### src/rsbv_fifo.sv
// Short command queue between the front and the back.
`timescale 1ns / 1ps
`default_nettype none
module rsbv_fifo #(
    parameter int WIDTH = 96,
    parameter int DEPTH = 4,
    localparam int PW = (DEPTH > 1) ? $clog2(DEPTH) : 1,
    localparam int CW = $clog2(DEPTH + 1)
) (
    input  wire logic             clk,
    input  wire logic             rst_n,
    input  wire logic             wr_en,
    input  wire logic [WIDTH-1:0] wr_data,
    output logic                  full,
    input  wire logic             rd_en,
    output logic [WIDTH-1:0]      rd_data,
    output logic                  rd_valid
);

    logic [WIDTH-1:0] slot_reg [DEPTH];
    logic [PW-1:0]    wptr_reg, wptr_next;
    logic [PW-1:0]    rptr_reg, rptr_next;
    logic [CW-1:0]    count_reg, count_next;

    assign full     = (count_reg == CW'(DEPTH));
    assign rd_valid = (count_reg != '0);
    assign rd_data  = slot_reg[rptr_reg];

    always_comb
    begin
        wptr_next  = wptr_reg;
        rptr_next  = rptr_reg;
        count_next = count_reg;
        if (wr_en)
        begin
            wptr_next = (wptr_reg == PW'(DEPTH - 1)) ? '0 : wptr_reg + 1'b1;
        end
        if (rd_en)
        begin
            rptr_next = (rptr_reg == PW'(DEPTH - 1)) ? '0 : rptr_reg + 1'b1;
        end
        if (wr_en && !rd_en)
        begin
            count_next = count_reg + 1'b1;
        end
        else if (!wr_en && rd_en)
        begin
            count_next = count_reg - 1'b1;
        end
    end

    always_ff @(posedge clk or negedge rst_n)
    begin
        if (!rst_n)
        begin
            wptr_reg  <= '0;
            rptr_reg  <= '0;
            count_reg <= '0;
        end
        else
        begin
            wptr_reg  <= wptr_next;
            rptr_reg  <= rptr_next;
            count_reg <= count_next;
        end
    end

    always_ff @(posedge clk)
    begin
        if (wr_en)
        begin
            slot_reg[wptr_reg] <= wr_data;
        end
    end

endmodule
`default_nettype wire

### config.mk
export PLATFORM = sky130hd
export DESIGN_NAME = rsbv_fifo
export DESIGN_NICKNAME = d
export VERILOG_FILES = /design/src/rsbv_fifo.sv
export SDC_FILE = /design/constraint.sdc
export NUM_CORES = 1
export LEC_CHECK = 0
export BUFFER_PORTS_ARGS = -buffer_cell sky130_fd_sc_hd__clkbuf_2
export CORE_ASPECT_RATIO = 0.75
export CORE_MARGIN = 10
export CORE_UTILIZATION = 61
export CTS_CLUSTER_DIAMETER = 50
export DETAILED_ROUTE_END_ITERATION = 8
export GPL_ROUTABILITY_DRIVEN = 1
export PLACE_DENSITY = 0.84
export SYNTH_ARGS = -nofsm -noshare
export SYNTH_HDL_FRONTEND = slang
export SYNTH_SLANG_ARGS = --single-unit
### constraint.sdc
create_clock -name clk -period 6 [get_ports clk]
set_clock_uncertainty 0.15 [all_clocks]
set_input_delay 0.6 -clock clk [delete_from_list [all_inputs] [get_ports clk]]
set_output_delay 0.6 -clock clk [all_outputs]
set_load 0.02 [all_outputs]
==> reports/summary.json <==
{
  "setup.worst_path.end_class": {"value": "output pin"},
  "drcViolationCount": {"value": 0},
  "post_drt_via_cell_ratio": {"value": 5.96},
  "yosys.cell_types.count": {"value": 21},
  "clk_latency": {"value": 510, "unit": "ps"},
  "post_drt_wl_per_cell": {"value": 25.9, "unit": "um"},
  "cp_num_buf_inv": {"value": 2},
  "startpoint_of_the_worst_hold_path": {"value": "wr_data[21]"},
  "worstHoldPathCells": {"value": 1},
  "area.growth.synth_to_final": {"value": 17.5, "unit": "%"},
  "timing.reg2reg.setup_slack": {"value": 3380, "unit": "ps"},
  "first_iter_violations": {"value": 484},
  "detailed_place_hpwl": {"value": 17.1, "unit": "mm"},
  "hold_viol": {"value": 0},
  "slew_headroom": {"value": 35.1, "unit": "%"},
  "max_slew.worst_pin.slew": {"value": 973, "unit": "ps"},
  "initial_utilization": {"value": 62.0, "unit": "%"},
  "design.final.nets": {"value": 868},
  "clock_path_buffers": {"value": 3},
  "die-height": {"value": 152, "unit": "um"},
  "clock_tree.htree_level_count": {"value": 2},
  "number_of_flip_flops_under_the_largest_register_name": {"value": 384},
  "grt_antenna_before_repair": {"value": 5},
  "numCtsBuffers": {"value": 38},
  "dr_total_vias": {"value": 6491},
  "worstPathMaxFanout": {"value": 50},
  "timing_worst_setup_path_type": {"value": "flip-flop to output pin"},
  "cap_violations": {"value": 0},
  "grtUsageTotal": {"value": 19.1, "unit": "%"},
  "period_needed": {"value": 3660, "unit": "ps"},
  "drt_first_pass_iters": {"value": 4},
  "worst_r2r_path_depth": {"value": 4},
  "cts_tree": {"value": "done"},
  "crit_path_start": {"value": "rptr_reg[0]$_DFFE_PN0P_"},
  "max_stage_delay": {"value": 1050, "unit": "ps"},
  "crit_path_cell_trace": {"value": "buf_12 > mux4_2 > clkbuf_2"},
  "post_drt_antenna_nets": {"value": 0},
  "status": {"value": "finished, final reports clean"},
  "grt_max_degree": {"value": 57},
  "fp.dieArea": {"value": 30000, "unit": "um^2"},
  "syn_inst": {"value": 539},
  "postSynthAreaPerCell": {"value": 26.5, "unit": "um^2"},
  "core_area": {"value": 23000, "unit": "um^2"},
  "grt_setup_unrepaired": {"value": "no"},
  "worst_r2r_startpoint": {"value": "wptr_reg[0]$_DFFE_PN0P_"},
  "crit_family": {"value": "flip-flops"},
  "timing.rr.end": {"value": "slot_reg[0][70]$_DFFE_PP_"},
  "pwr_density_cell": {"value": 506, "unit": "nW/um^2"},
  "setup_total_negative_slack": {"value": 0, "unit": "ps"},
  "netlist_area": {"value": 14300, "unit": "um^2"},
  "globalplace.congestion": {"value": 0.719},
  "cellLeakagePower": {"value": 5.79, "unit": "nW"},
  "synth_warnings": {"value": 0},
  "clk_pin_slew": {"value": 60, "unit": "ps"},
  "die_w": {"value": 197, "unit": "um"},
  "postSynthNetCount": {"value": 646},
  "yosysSeqAreaShare": {"value": 82.1, "unit": "%"},
  "cts.sinks": {"value": 391},
  "setup_viol": {"value": 0},
  "post-route-worst-setup-slack": {"value": 2340, "unit": "ps"},
  "final_layout_size_suffix_gt1_share": {"value": 45.7, "unit": "%"},
  "max-vdd-ir-drop": {"value": 0.321, "unit": "mV"},
  "rows": {"value": 48},
  "min_period_over_period": {"value": 60.9, "unit": "%"},
  "n_fill_cell": {"value": 1254},
  "cp.arrival": {"value": 2910, "unit": "ps"},
  "post-cts-setup-buffers": {"value": 0},
  "vias_in_the_first_global_route": {"value": 7093},
  "startpoint_type": {"value": "flip-flop"},
  "io_buffers": {"value": 197},
  "cp_slowest_cell": {"value": "dfrtp_4"},
  "fmax": {"value": 274, "unit": "MHz"},
  "ios": {"value": 198},
  "clk_root_buffer_cell": {"value": "clkbuf_16"},
  "min_delay_worst_endpoint": {"value": "slot_reg[0][21]$_DFFE_PP_"},
  "ys_seq_elements": {"value": 391},
  "grt_first_pass_wirelength": {"value": 43.7, "unit": "mm"},
  "min-delay-path-class": {"value": "input port to flip-flop"},
  "grt_overflow_total": {"value": 0},
  "drv_slew": {"value": 0},
  "timing.critical_path.required": {"value": 5250, "unit": "ps"},
  "wirelength": {"value": 28.3, "unit": "mm"},
  "worst_setup_slack_before_clock_tree_synthesis": {"value": 2820, "unit": "ps"}
}
cell usage after synthesis (all sizes together):
library cell  number  area [um^2]
and2               4         25.0
buf               17          138
clkbuf             5         18.8
dfrtp              7          175
edfxtp           384        11500
fa                 1         20.0
ha                 6         75.1
inv                4         15.0
mux2               3         33.8
mux4              96         2160
nand2              2         7.51
nor2               3         11.3
nor3b              1         7.51
o21ai              2         10.0
or3                1         6.26
xnor2              1         8.76
xor2               2         17.5
cell type report:
cell class / instances / area (um^2) / share of cell area (%)
sequential: 391 / 11700 / 69.9
multi-input combinational: 122 / 2390 / 14.3
clock buffer: 52 / 1080 / 6.43
timing repair buffer: 204 / 1050 / 6.29
tap: 300 / 375 / 2.24
clock inverter: 15 / 126 / 0.754
inverter: 4 / 15.0 / 0.0896
antenna: 2 / 5.00 / 0.0299
logic make-up (layout without fill, tap and decap cells):
group                    after synthesis  count (layout)  synth area share [%]
flip-flops                           391             391                  82.1
multiplexers                          99              99                  15.4
XOR/XNOR                               3               3                 0.184
other                                  0               2                     0
buffers and inverters                 26             275                  1.20
AO/OA/AOI/OAI                          2               2                0.0702
AND/OR/NAND/NOR                       11              11                 0.404
adder cells (fa/ha/maj)                7               7                 0.667
worst max path at each step:
stage	end	slack, ps	cells past startpoint
after floorplan	slot_reg[2][0]$_DFFE_PP_	2540	3
after global placement	rd_data[90]	2830	3
after detailed placement	rd_data[90]	2820	3
after CTS	rd_data[90]	2270	3
after global routing	rd_data[39]	2120	3
final	rd_data[39]	2340	3
layer usage:
metal	share of wire, %	wire [um]	GRT usage (%)	vias up
met4	2.0	576	5.08	6
li1	-	-	-	2773
met3	8.6	2420	5.56	51
met5	0.12	33	0	-
met2	50	14100	30.8	281
met1	39	11100	25.0	3380
cells in the final DEF (no fill, tap or decap):
cell	synthesis	final
and2_4	0	4
buf_12	1	1
buf_4	6	5
bufinv_16	0	2
clkbuf_1	5	10
clkbuf_16	0	41
clkbuf_2	0	197
clkbuf_8	0	1
clkinv_1	0	5
clkinv_2	0	6
dfrtp_1	7	5
dfrtp_4	0	2
diode_2	0	2
dlygate4sd3_1	0	1
edfxtp_1	384	384
fa_1	1	1
ha_1	6	6
inv_1	4	4
inv_6	0	2
mux2_2	3	3
mux4_2	96	96
nand2_1	2	2
nor2_1	3	3
nor3b_1	1	1
o21ai_0	2	2
or3_1	1	1
xnor2_1	1	1
xor2_1	2	2
through the flow:
step | utilization, % | hold slack (ps) | area (um^2) | power, mW | instances
finish | 72.9 | 152 | 16800 | 8.47 | 1090
detailed placement | 67.6 | 293 | 15500 | 6.31 | 1020
floorplan | - | 154 | 14300 | 5.53 | 539
global route | 72.9 | 140 | 16800 | 8.87 | 1089
CTS | 72.8 | 136 | 16800 | 8.60 | 1088
global placement | 67.6 | 286 | 15500 | 6.23 | 1020
worst register-to-register path, stage by stage, from the launching register on:
cell	delay [ps]
dfrtp_1	410
inv_1	120
ha_1	150
and2_4	640
buf_4	740
repair_timing:
item                      in CTS  in global routing
hold endpoints to repair       7                  0
hold buffers                   1                  0
resized for setup              0                  0
power by group:
part	total (mW)	internal [mW]	switching, mW
sequential	3.78	3.51	0.277
combinational	2.43	1.01	1.42
clock	2.26	1.34	0.916
total	8.47	5.86	2.62
Note: power is estimated with default switching activity, not from simulation.
