[config.mk]
export PLATFORM = sky130hd
export DESIGN_NAME = rsbv_front
export DESIGN_NICKNAME = d
export VERILOG_FILES = /design/src/rsbv_pkg.sv /design/src/rsbv_front.sv
export SDC_FILE = /design/constraint.sdc
export NUM_CORES = 1
export LEC_CHECK = 0
export BUFFER_PORTS_ARGS = -buffer_cell sky130_fd_sc_hd__buf_2
export CAP_MARGIN = 5
export CORE_AREA = 2 2 72 74
export DETAILED_ROUTE_END_ITERATION = 8
export DIE_AREA = 0 0 74 76
export PLACE_DENSITY = 0.74
export REMOVE_ABC_BUFFERS = 1
export SLEW_MARGIN = 20
export SYNTH_ARGS = -nofsm -noshare
export SYNTH_HDL_FRONTEND = slang
export SYNTH_SLANG_ARGS = --single-unit
[constraint.sdc]
create_clock -name vclk -period 1.05
set_clock_uncertainty 0.05 [all_clocks]
set_input_delay 0.0525 -clock vclk [all_inputs]
set_output_delay 0.0525 -clock vclk [all_outputs]
set_load 0.1 [all_outputs]
[src/rsbv_pkg.sv]
// Shared constants, codes and popcount functions for the rank/select bit vector.
`timescale 1ns / 1ps
`default_nettype none
package rsbv_pkg;

    localparam int MAX_BITS_DEF   = 65536;
    localparam int WPL_DEF        = 8;
    localparam int WORD_BITS      = 64;
    localparam int LEN_W          = 7;
    localparam int OP_W           = 3;
    localparam int CMD_FIFO_DEPTH = 4;

    localparam logic [1:0] MODE_APPEND = 2'd0;
    localparam logic [1:0] MODE_READ   = 2'd1;
    localparam logic [1:0] MODE_RANK   = 2'd2;
    localparam logic [1:0] MODE_SELECT = 2'd3;

    localparam logic [OP_W-1:0] OP_APPEND = 3'd0;
    localparam logic [OP_W-1:0] OP_READ   = 3'd1;
    localparam logic [OP_W-1:0] OP_RANK   = 3'd2;
    localparam logic [OP_W-1:0] OP_SELECT = 3'd3;
    localparam logic [OP_W-1:0] OP_REJECT = 3'd4;

    localparam logic [1:0] ST_OK   = 2'd0;
    localparam logic [1:0] ST_BAD  = 2'd1;
    localparam logic [1:0] ST_FULL = 2'd2;

    localparam logic [63:0] POP_M1 = 64'h5555555555555555;
    localparam logic [63:0] POP_M2 = 64'h3333333333333333;
    localparam logic [63:0] POP_M4 = 64'h0f0f0f0f0f0f0f0f;

    function automatic logic [6:0] pop64(input logic [63:0] r);
        logic [63:0] t;
        t = (r & POP_M1) + ((r >> 1) & POP_M1);
        t = (t & POP_M2) + ((t >> 2) & POP_M2);
        t = (t + (t >> 4)) & POP_M4;
        t = t + (t >> 8);
        t = t + (t >> 16);
        t = t + (t >> 32);
        return t[6:0];
    endfunction

    function automatic logic [3:0] pop8(input logic [7:0] b);
        logic [3:0] c;
        c = 4'd0;
        for (int i = 0; i < 8; i++)
        begin
            c = c + 4'(b[i]);
        end
        return c;
    endfunction

endpackage
`default_nettype wire

[src/rsbv_front.sv]
// Front end: accepts input words, classifies them and masks append data.
`timescale 1ns / 1ps
`default_nettype none
module rsbv_front import rsbv_pkg::*; #(
    parameter int POS_W = 17,
    localparam int CMD_W = OP_W + 1 + POS_W + WORD_BITS + LEN_W
) (
    input  wire logic                 push,
    output logic                      full,
    input  wire logic [1:0]           mode,
    input  wire logic [POS_W-1:0]     position,
    input  wire logic                 bit_kind,
    input  wire logic [WORD_BITS-1:0] append_word,
    input  wire logic [LEN_W-1:0]     append_length,
    input  wire logic                 fifo_full,
    output logic                      fifo_wr,
    output logic [CMD_W-1:0]          cmd
);

    logic [OP_W-1:0]      op;
    logic [WORD_BITS-1:0] masked;

    assign full    = fifo_full;
    assign fifo_wr = push && !fifo_full;

    always_comb
    begin
        case (mode)
            MODE_APPEND:
            begin
                op = (append_length == '0 || append_length > LEN_W'(WORD_BITS))
                     ? OP_REJECT : OP_APPEND;
            end
            MODE_READ:   op = OP_READ;
            MODE_RANK:   op = OP_RANK;
            MODE_SELECT: op = (position == '0) ? OP_REJECT : OP_SELECT;
            default:     op = OP_REJECT;
        endcase
        // A length of 64 has bit 6 set and keeps the whole word.
        masked = append_length[6] ? append_word
               : (append_word & ~({WORD_BITS{1'b1}} << append_length[5:0]));
    end

    assign cmd = {op, bit_kind, position, masked, append_length};

endmodule
`default_nettype wire

==> results.py, run 1 <==
metrics = {
    "synthesis": {
        "yosys.area.top_type_share_pct": 16.96,
        "syn_inst": 191,
        "synthTopCellsByArea": "buf_4, a21boi_0, and2_1, nand2_1, a21oi_1",
        "synth.distinct_cells": 31,
        "syn_avg_cell_area_sq_um": 6.256,
        "ys.warnings.count": 0,
        "synth_area_leader_cell": "buf_4",
        "seq_area_frac_synth_pct": 0,
        "mappedNetlistArea_sq_um": 1195,
    },
    "run_status": {
        "status": "aborted with a tool error",
        "first-error": "[ERROR GRT-0232] Routing congestion too high. Check the congestion heatmap in the GUI.",
        "lastStage": "5_1_grt",
    },
    "placed_design": {
        "place_area_sq_um": 3456,
        "hpwlAfterDp_mm": 6.005,
        "dp.cells": 463,
        "port-buffer-count": 185,
        "gp_congestion": 0.7911,
    },
    "floorplan": {
        "initial_core_util_pct": 24.33,
        "rows": 26,
        "die_y_um": 76,
        "die_x_um": 74,
        "pin_count": 187,
    },
    "global_routing": {
        "grt_max_degree": 13,
        "overflow": 87,
        "antenna_found_initial": 1,
        "grt_usage_pct": 72.92,
    },
    "sta": {
        "postGrtWorstEndpoint": "cmd[91]",
        "worstEndpointType": "output port",
    },
}
[layer usage]
| layer | track usage, % | GRT overflow |
|---|---|---|
| met1 | 67.65 | 0 |
| met2 | 96.25 | 51 |
| met3 | 47.62 | 0 |
| met4 | 84.18 | 36 |
| met5 | 6.061 | 0 |
[per-stage QoR]
| step | setup slack, ns | utilization, % |
|---|---|---|
| 2_1_floorplan | -1.735 | - |
| 3_3_place_gp | -0.3884 | 70.35 |
| 3_5_place_dp | -0.4243 | 70.35 |
| 4_1_cts | -0.3322 | 84.18 |
[cells in the mapped netlist]
cell type	count
nand3_1	6
o31a_1	1
buf_6	3
clkinv_1	1
nor2_4	1
o21a_1	3
inv_1	2
nor4_1	2
o211a_1	2
and3_1	4
buf_4	27
a21boi_0	23
or2_4	1
buf_2	9
o21ai_2	1
o21ai_0	15
nand2_1	23
and2_1	15
o311a_1	2
a31o_1	1
nand4_1	2
o21ai_1	5
or2_1	2
nor3_2	2
nor4_4	2
or4_4	1
nor2_1	10
nor2b_1	7
a21o_1	1
nor3_1	1
a21oi_1	16
[timing repair]
item | CTS
hold buffers | 0
setup endpoints to repair | 66
resized for setup | 188
buffers inserted | 17
pin swaps | 41
cloned | 2
[logic make-up after synthesis]
group | synth area share, %
AND/OR/NAND/NOR | 37.90
buffers and inverters | 24.50
AO/OA/AOI/OAI | 37.59
==> run 2, diff against run 1 <==
--- a/config.mk
+++ b/config.mk
@@ -7,10 +7,10 @@
 export LEC_CHECK = 0
 export BUFFER_PORTS_ARGS = -buffer_cell sky130_fd_sc_hd__buf_2
 export CAP_MARGIN = 5
-export CORE_AREA = 2 2 72 74
+export CORE_MARGIN = 1.5
+export CORE_UTILIZATION = 20
 export DETAILED_ROUTE_END_ITERATION = 8
-export DIE_AREA = 0 0 74 76
-export PLACE_DENSITY = 0.74
+export PLACE_DENSITY_LB_ADDON = 0.15
 export REMOVE_ABC_BUFFERS = 1
 export SLEW_MARGIN = 20
 export SYNTH_ARGS = -nofsm -noshare
==> constraint.sdc (replaced) <==
create_clock -name vclk -period 1.37
set_clock_uncertainty 0.05 [all_clocks]
set_input_delay 0.0685 -clock vclk [all_inputs]
set_output_delay 0.0685 -clock vclk [all_outputs]
set_load 0.1 [all_outputs]
==> run 2 against run 1 <==
Effect of this change:
- the flow now finishes, with violations (negative setup slack)
- synthesized area unchanged
- synthesized cell count unchanged
==> results.py, run 2 <==
metrics = {
    "run_status": {
        "status": "finished, violations left",
        "violations": "negative setup slack",
    },
    "synthesis": {
        "mappedNetlistArea_sq_um": 1195,
        "synth_most_common_cell": "buf_4",
        "synth_area_leader_cell": "buf_4",
        "syn_inst": 191,
        "ys_top_cells_by_count": "buf_4, a21boi_0, nand2_1",
        "syn_avg_cell_area_sq_um": 6.256,
        "seq_area_frac_synth_pct": 0,
        "synth.distinct_cells": 31,
        "synthTopCellsByArea": "buf_4, a21boi_0, and2_1, nand2_1, a21oi_1",
        "ys.warnings.count": 0,
        "yosys.area.top_type_share_pct": 16.96,
    },
    "clock_tree": {
        "ctsHoldBuffers": 0,
    },
    "setup_path": {
        "arrival_ns": 1.30,
        "cpMaxStageDelayCell": "or4_4",
        "worstPathCellList": "buf_6 > or4_4 > nor4_4 > a31o_1 > buf_12",
        "cp.required_ns": 1.25,
        "path_buf_inv": 2,
        "slowest_delay_ns": 0.54,
        "critical_path_class": "in2out",
        "cp-start-kind": "input pin",
        "setup.worst_path.end_class": "output pin",
        "crit_path_max_fanout": 3,
        "critPathTopFamily": "simple AND/OR/NAND/NOR gates",
    },
    "sta": {
        "tightest_slew_ns": 0.4991,
        "setup_viol": 1,
        "fin_crit_ns": 1.417,
        "slew_viol_final": 0,
        "hold_viol": 0,
        "relSlewSlack_pct": 66.95,
        "fmax_mhz": 705.7,
        "rsz0062_at_grt": "yes",
        "worst_slack_ns": -0.04703,
        "fin_crit_sh_pct": 103.4,
    },
    "pwr": {
        "total_power_uw": 2448,
        "peakVddDrop_v": 0.0003931,
        "power_density_nw_per_um2": 720.4,
        "p_leak_uw": 0.001667,
    },
    "placed_design": {
        "dp.cells": 453,
        "gp_congestion": 0.8003,
        "hpwlAfterDp_mm": 5.592,
        "port-buffer-count": 185,
    },
    "floorplan": {
        "coreArea_sq_um": 5642,
        "die_y_um": 80.30,
        "pin_count": 187,
        "rows": 27,
        "die_x_um": 80.30,
        "initial_core_util_pct": 21.18,
        "fp.dieArea_sq_um": 6447,
    },
    "finish": {
        "seq_cell_count": 0,
        "drive_gt1_share_pct": 65.44,
        "clkbuf_count": 0,
        "fin_cells": 451,
        "syn2layout_area_growth_pct": 184.4,
        "final_cell_mix": "buf_2, buf_12, buf_4, nand2_1",
        "diodes": 0,
        "seq_area_sq_um": 0,
        "final_nets": 474,
        "final_common_cell": "buf_2",
    },
    "global_routing": {
        "grt_max_degree": 12,
        "overflow": 0,
        "first_global_vias": 1981,
        "grt_usage_pct": 18.69,
        "grt_pass1_wl_mm": 9.701,
        "antenna_found_initial": 0,
    },
    "route": {
        "drt_first_iter_violations": 65,
        "drt-pass1-iter-count": 4,
        "routedWlPerCell_um": 14.12,
        "post-route-drc-count": 0,
        "wl_mm": 6.368,
        "ant_nets": 0,
        "routed_via_density": 4.543,
        "vias": 2049,
    },
    "run": {
        "cap_viol_max_count": 0,
    },
    "hold_path": {
        "hold_path.class": "in2out",
    },
}
==> run 2: cells by family (layout without fill, tap and decap cells) <==
| logic type | count (synthesis) | count (layout) | synth area share (%) |
|---|---|---|---|
| simple gates | 79 | 79 | 37.90 |
| compound gates | 70 | 70 | 37.59 |
| buf+inv | 42 | 230 | 24.50 |
==> run 2: path summary, 6_finish.rpt <==
kind	startpoint	endpoint	slack, ns	cells past startpoint
min	bit_kind	cmd[88]	0.09	0
max	position[1]	cmd[91]	-0.05	5
==> run 2: area by class of cell <==
cell class	instances	area, sq um
fillers	510	2243
multi-input cells	149	982.2
well taps	72	90.09
repair buffers	227	2311
inverters	3	15.01
==> run 2: stage by stage <==
| step | cell area, sq um | util (%) | setup slack, ns | hold slack [ns] | TNS [ns] |
|---|---|---|---|---|---|
| 6_report | 3398 | 60.24 | -0.04703 | 0.08722 | -0.04703 |
| 3_5_place_dp | 3266 | 57.88 | -0.1127 | 0.08768 | -0.5393 |
| 5_1_grt | 3398 | 60.24 | -0.09853 | 0.08757 | -0.2048 |
| 4_1_cts | 3308 | 58.64 | -0.03808 | 0.08768 | -0.03808 |
| 2_1_floorplan | 913.4 | - | -1.447 | 0.08700 | -39.18 |
| 3_3_place_gp | 3266 | 57.88 | -0.07509 | 0.08768 | -0.2835 |
==> run 2: power breakdown <==
group / switching [uW] / leakage, uW / internal [uW]
sequential: 0 / 0 / 0
clock: 0 / 0 / 0
combinational: 1650 / 0.00167 / 798
total: 1650 / 0.00167 / 798
==> run 2: per-layer routing <==
layer	wire, um	GRT usage (%)
met2	3453	36.64
met1	2378	21.73
met3	536	3.864
met5	0	0
met4	0	0
==> run 2: what timing repair did <==
item | in CTS | in global routing
endpoints found under the setup margin | 12 | 32
gates resized for setup | 16 | 30
setup buffers | 1 | 0
pin swaps | 6 | 6
Note: power is estimated with default switching activity, not from simulation.
